[src/hdl/sbc_ram.sv]
`timescale 1ns / 1ps

module sbc_ram #(
   parameter int WIDTH = 8,
   parameter int DEPTH = 16,
   localparam int AW = (DEPTH > 1) ? $clog2(DEPTH) : 1
) (
   input  logic             clock,
   input  logic             wr_en,
   input  logic [AW-1:0]    wr_addr,
   input  logic [WIDTH-1:0] wr_data,
   input  logic [AW-1:0]    rd_addr,
   output logic [WIDTH-1:0] rd_data
);

   logic [WIDTH-1:0] mem_ff [DEPTH];
   logic [WIDTH-1:0] rd_data_ff;

   always_ff @(posedge clock) begin
      if (wr_en) begin
         mem_ff[wr_addr] <= wr_data;
      end
      rd_data_ff <= mem_ff[rd_addr];
   end

   assign rd_data = rd_data_ff;

endmodule

[config.mk]
export PLATFORM = sky130hd
export DESIGN_NAME = sbc_ram
export DESIGN_NICKNAME = d
export VERILOG_FILES = /design/src/hdl/sbc_ram.sv
export SDC_FILE = /design/constraint.sdc
export NUM_CORES = 1
export LEC_CHECK = 0
export BUFFER_PORTS_ARGS = -buffer_cell sky130_fd_sc_hd__buf_4
export CORE_UTILIZATION = 45
export CTS_CLUSTER_DIAMETER = 50
export CTS_CLUSTER_SIZE = 24
export DETAILED_ROUTE_END_ITERATION = 8
export PLACE_DENSITY = 0.72
export SLEW_MARGIN = 0
export SYNTH_ARGS = -nofsm -noshare
export SYNTH_HDL_FRONTEND = slang
export SYNTH_SLANG_ARGS = --single-unit
[constraint.sdc]
create_clock -name clock -period 2 [get_ports clock]
set_input_delay 0.3 -clock clock [delete_from_list [all_inputs] [get_ports clock]]
set_output_delay 0.3 -clock clock [all_outputs]
set_load 0.01 [all_outputs]
==> results.yml, run 1 <==
status:
  status: "completed"
floorplanning:
  die_h_um: 109
  die_area_sq_um: 11900
  io_pins: 26
  start_util_pct: 46.9
  core_sq_um: 11000
  fp-row-count: 38
  dieWidth_um: 109
pwr:
  p_leak_nw: 2.15
  irDropWorstVdd_mv: 0.643
  power.density_nw_per_um2: 1110
global_route:
  antenna_found_initial: 0
  use_met2_pct: 28.7
  grt_pass1_vias: 2520
  busiest_layer: "met2"
  grt_max_degree: 33
  grt-ovfl-total: 0
  grt_util_met3_pct: 4.78
  use_met1_pct: 23.3
  grt_pass1_wl_um: 14700
  track_usage_pct: 18.0
clock_network:
  clk_pin_slew_ps: 60
  cts_tree: "built"
  clock-sinks: 136
  cts-root-buf: "clkbuf_16"
  ctsHoldBuffers: 0
  cts_max_path_buffers: 2
  clock_latency_ps: 400
  ctsResizeCount: 0
  post_cts.repair.setup_buffers: 0
  cts_buffers: 17
  htreeDepth: 4
yosys:
  syn_nets: 247
  synthCells: 229
  yosysWarnings: 0
  yosys.area.top_type: "edfxtp_1"
  ys_seq_elements: 136
  synth_cell_types: 19
  avgSynthCellArea_sq_um: 22.5
  ys_seq_area_share_pct: 77.8
  synthTopCellsByArea: "edfxtp_1 (75%), mux4_2 (7.9%), mux4_1 (7.1%), dfxtp_1 (3.1%), a22oi_1 (2.3%)"
  syn-cell-area_sq_um: 5150
  yosysTopAreaCellShare_pct: 74.7
setup_path:
  crit_required_ps: 2280
  startpoint_type: "flop"
  reg2reg_slack_ps: 640
  arrival_ps: 1650
  cp_max_fo: 1
  cp-end-kind: "flop"
  path_class: "reg -> reg"
sta:
  slew_headroom_pct: 51.2
  rsz0062_at_grt: "false"
  worstMarginPinSlew_ps: 729
  maxSlewViolCount: 0
  finalCritPeriodShare_pct: 68.2
  finalHoldViolations: 0
  timing.fmax_mhz: 733
  setup_violations: 0
  tns_ps: 0
  fin_crit_ps: 1360
  finalClockSkew_ps: 6.87
drt:
  route.vias.total: 2420
  wl_per_cell_um: 21.8
  wirelength_um: 9490
  drt_iter0_drc: 185
  drc: 0
  drt_pass1_iterations: 4
  postRouteAntennaNets: 0
  viasPerCell: 5.56
cells_and_area:
  drive_gt1_share_pct: 31.5
  fin_util_pct: 56.9
  nets: 300
  diodes: 0
  fillers: 802
  area_growth_pct: 21.4
  finalNonFillerCells: 435
placed_design:
  dp_cells: 403
  hpwl_um: 5820
  portBuffers: 25
  gp_congestion: 0.718
worst_hold_path:
  hold_path_class: "in -> reg"
flow_run:
  maxCapViolCount: 0
[synthesized netlist by cell type]
master / n
mux4_1: 14
buf_4: 1
mux4_2: 18
nand2b_1: 2
dfxtp_1: 8
nand3_1: 1
nor3_1: 4
and2_1: 1
and2b_1: 1
nand3b_1: 2
a22oi_1: 16
buf_6: 3
edfxtp_1: 128
or3b_2: 1
nor2_1: 13
nand2_1: 9
nor2b_1: 1
clkdlybuf4s25_2: 3
buf_2: 3
[layout make-up]
type / instances / area (sq um) / share of cell area (%)
multi-input cells: 83 / 1060 / 16.9
clock buffers: 21 / 460 / 7.37
well taps: 140 / 175 / 2.80
repair buffers: 44 / 355 / 5.69
clock inverters: 11 / 195 / 3.12
flip-flops and latches: 136 / 4000 / 64.1
[kinds of logic (layout without fill, tap and decap cells)]
logic type | Yosys count | in the layout | share of synthesized area, %
muxes | 32 | 32 | 15.0
buffers and inverters | 10 | 76 | 1.68
AOI/OAI and AO/OA | 16 | 16 | 2.33
DFF | 136 | 136 | 77.8
and+or+nand+nor | 35 | 35 | 3.18
[through the flow]
step                area (sq um)  setup WS, ps  hold WS (ps)  power, mW
global placement            5590           303           599       3.57
detailed placement          5590           302           613       3.58
CTS                         6250           629           196       6.95
finish                      6250           635           203       6.91
floorplan                   5150           207           399       3.43
global route                6250           585           210       7.11
[final timing paths]
| kind | cells after the start | start | endpoint |
|---|---|---|---|
| worst max-delay path | 3 | mem_ff[5][1]$_DFFE_PP_ | rd_data[1]$_DFF_P_ |
| worst max register to register | 3 | mem_ff[5][1]$_DFFE_PP_ | rd_data[1]$_DFF_P_ |
| worst min-delay path | 1 | wr_data[4] | mem_ff[10][4]$_DFFE_PP_ |
| worst min register to register | 3 | mem_ff[15][6]$_DFFE_PP_ | rd_data[6]$_DFF_P_ |
[where the power goes]
part	total [mW]	leakage [nW]	internal (mW)	switching, mW
clock	3.39	0.322	2.29	1.10
combinational	0.314	0.601	0.148	0.166
sequential	3.21	1.22	3.19	0.0216
[per-layer routing]
layer	vias to the layer above	share of wire [%]	wire length [um]
li1	1077	-	-
met1	1254	43	4090
met2	82	51	4810
met3	7	5.2	493
met4	0	1.0	99
met5	-	0	0
[state kept, by name (all words and copies together), names as in the netlist]
| signal | count |
|---|---|
| rd_data | 8 |
| mem_ff | 128 |
[cell usage in the layout, fill, tap and decap left out, drive strengths merged]
master / synthesis / final
dfxtp: 8 / 8
nor2: 13 / 13
edfxtp: 128 / 128
nor3: 4 / 4
inv: 0 / 1
or3b: 1 / 1
and2: 1 / 1
and2b: 1 / 1
a22oi: 16 / 16
clkinv: 0 / 5
clkbuf: 0 / 21
nand2b: 2 / 2
nand2: 9 / 9
nand3b: 2 / 2
buf: 7 / 44
nor2b: 1 / 1
nand3: 1 / 1
bufinv: 0 / 5
mux4: 32 / 32
[worst max-delay path, stage by stage (launching register included)]
cell      delay [ps]
edfxtp_1         370
mux4_1           560
a22oi_1          230
nand2_1           90
(Power assumes the default switching activity.)
==> run 2, diff against run 1 <==
- PLACE_DENSITY: 0.72 -> 0.74
- clock period: 2 -> 1.2 ns (I/O delays scaled with it)
==> run 2 against run 1 <==
Net effect:
- the run now ends with negative setup slack left
- sequential share of layout area shrank 1.1 points
- non-clock buffer count up 9
- maximum frequency is 4.3% higher
- clock power increased by 55%
- flip-flop and latch count did not move
- power rose by 63%
- wire length increased by 3.3%
- register-to-register slack lost 740 ps
- setup slack worse by 740 ps
- final area is 1.7% higher
- largest power group is now registers
==> results.yml, run 2 (same netlist as run 1, synthesis figures left out) <==
floorplanning:
  start_util_pct: 46.9
  core_sq_um: 11000
  dieWidth_um: 109
  io_pins: 26
  die_h_um: 109
  fp-row-count: 38
  die_area_sq_um: 11900
sta:
  fin_crit_ps: 1310
  maxSlewViolCount: 0
  worstMarginPinSlew_ps: 911
  finalClockSkew_ps: 8.47
  tns_ps: -393
  rsz0062_at_grt: "true"
  worst_hold_slack_ps: 78.3
  fin_ws_ps: -109
  timing.fmax_mhz: 764
  setup_violations: 8
  slew_headroom_pct: 39.1
  finalHoldViolations: 0
  finalCritPeriodShare_pct: 109
clock_network:
  post_cts.repair.setup_buffers: 0
  cts-root-buf: "clkbuf_16"
  htreeDepth: 4
  cts_tree: "built"
  clock_latency_ps: 410
  clock-sinks: 136
  cts_max_path_buffers: 2
  clk_pin_slew_ps: 60
  cts_buffers: 17
drt:
  route.vias.total: 2445
  drc: 0
  drt_iter0_drc: 155
  wirelength_um: 9810
  postRouteAntennaNets: 0
  viasPerCell: 5.51
  wl_per_cell_um: 22.1
  drt_pass1_iterations: 4
setup_path:
  path_class: "reg -> reg"
  r2r_cells: 3
  arrival_ps: 1610
  reg2reg_slack_ps: -110
  cp-end-kind: "flop"
  timing.rr.start: "mem_ff[3][4]$_DFFE_PP_"
  r2r_end: "rd_data[4]$_DFF_P_"
  crit_required_ps: 1500
  cp_max_fo: 1
  startpoint_type: "flop"
global_route:
  antenna_found_initial: 0
  grt_max_degree: 19
  grt_pass1_wl_um: 15000
  grt_pass1_vias: 2552
  grt-ovfl-total: 0
  track_usage_pct: 18.6
cells_and_area:
  diodes: 0
  largest_reg_flops: 128
  final_cell_mix: "edfxtp_1 (128), buf_4 (48), mux4_2 (32), clkbuf_16 (17)"
  top_register: "mem_ff"
  area_growth_pct: 23.5
  final_common_cell: "edfxtp_1"
  nets: 309
  drive_gt1_share_pct: 44.4
worst_hold_path:
  hold_end: "mem_ff[4][5]$_DFFE_PP_"
  hold_path_class: "in -> reg"
  min_path_cells: 1
  min_from: "wr_data[5]"
status:
  violations: "negative setup slack"
  status: "complete, but fails checks"
pwr:
  p_leak_nw: 2.13
  power.density_nw_per_um2: 1770
  irDropWorstVdd_mv: 1.25
  power_mw: 11.2
flow_run:
  maxCapViolCount: 0
placed_design:
  hpwl_um: 6380
  portBuffers: 25
  gp_congestion: 0.748
  dp_worst_setup_slack_ps: -326
[run 2: cell types whose count changed in the layout (fill, tap and decap cells not counted), moves of 4 or more]
cell,delta
a22oi_1,-10
mux4_1,-14
mux4_2,+14
a22oi_2,+10
buf_4,+6
nor3_1,-4
[run 2: timing repair]
item | 4_1_cts | 5_1_grt
endpoints found under the hold margin | 0 | 0
resized for setup | 9 | 2
hold buffers | 0 | 0
setup endpoints to repair | 8 | 8
pin swaps | 4 | 1
[run 2: layout make-up]
cell class              instances  area (sq um)
clock buffers                  18           439
clock inverters                14           171
fillers                       751          4630
multi-input cells              83          1110
flip-flops and latches        136          4000
well taps                     140           175
repair buffers                 53           460
[run 2: power by group]
| group | leakage, nW | total (mW) | internal, mW | switching, mW |
|---|---|---|---|---|
| logic | 0.609 | 0.616 | 0.299 | 0.317 |
| registers | 1.22 | 5.35 | 5.31 | 0.0418 |
| clock network | 0.293 | 5.27 | 3.33 | 1.94 |
[run 2: routing by layer]
layer | global-route usage [%] | share of wire [%] | vias to the layer above
li1 | - | - | 1082
met3 | 4.66 | 6.2 | 17
met1 | 25.6 | 44 | 1263
met4 | 6.18 | 1.6 | 0
met2 | 29.2 | 48 | 83
met5 | 0 | 0 | -
[run 2: worst max-delay path by stage]
stage | slack [ps] | cells past startpoint | start | endpoint
after CTS | -90 | 3 | mem_ff[3][4]$_DFFE_PP_ | rd_data[4]$_DFF_P_
final | -110 | 3 | mem_ff[3][4]$_DFFE_PP_ | rd_data[4]$_DFF_P_
after detailed placement | -330 | 5 | rd_addr[0] | rd_data[7]$_DFF_P_
after floorplan | -110 | 2 | wr_addr[2] | mem_ff[0][0]$_DFFE_PP_
after global routing | -120 | 3 | mem_ff[10][2]$_DFFE_PP_ | rd_data[2]$_DFF_P_
after global placement | -350 | 5 | rd_addr[0] | rd_data[7]$_DFF_P_
[run 2: metrics by stage]
| stage | std cells | util [%] | area [sq um] |
|---|---|---|---|
| 6_report | 444 | 57.9 | 6360 |
| 5_1_grt | 444 | 57.9 | 6360 |
| 4_1_cts | 444 | 57.8 | 6350 |
| 3_5_place_dp | 412 | 51.9 | 5700 |
| 3_3_place_gp | 412 | 51.9 | 5700 |
| 2_1_floorplan | 229 | - | 5180 |
[run 2: critical path, cell delays in order (launching register included)]
cell	delay (ps)
edfxtp_1	400
mux4_2	510
a22oi_2	220
nand2_1	70
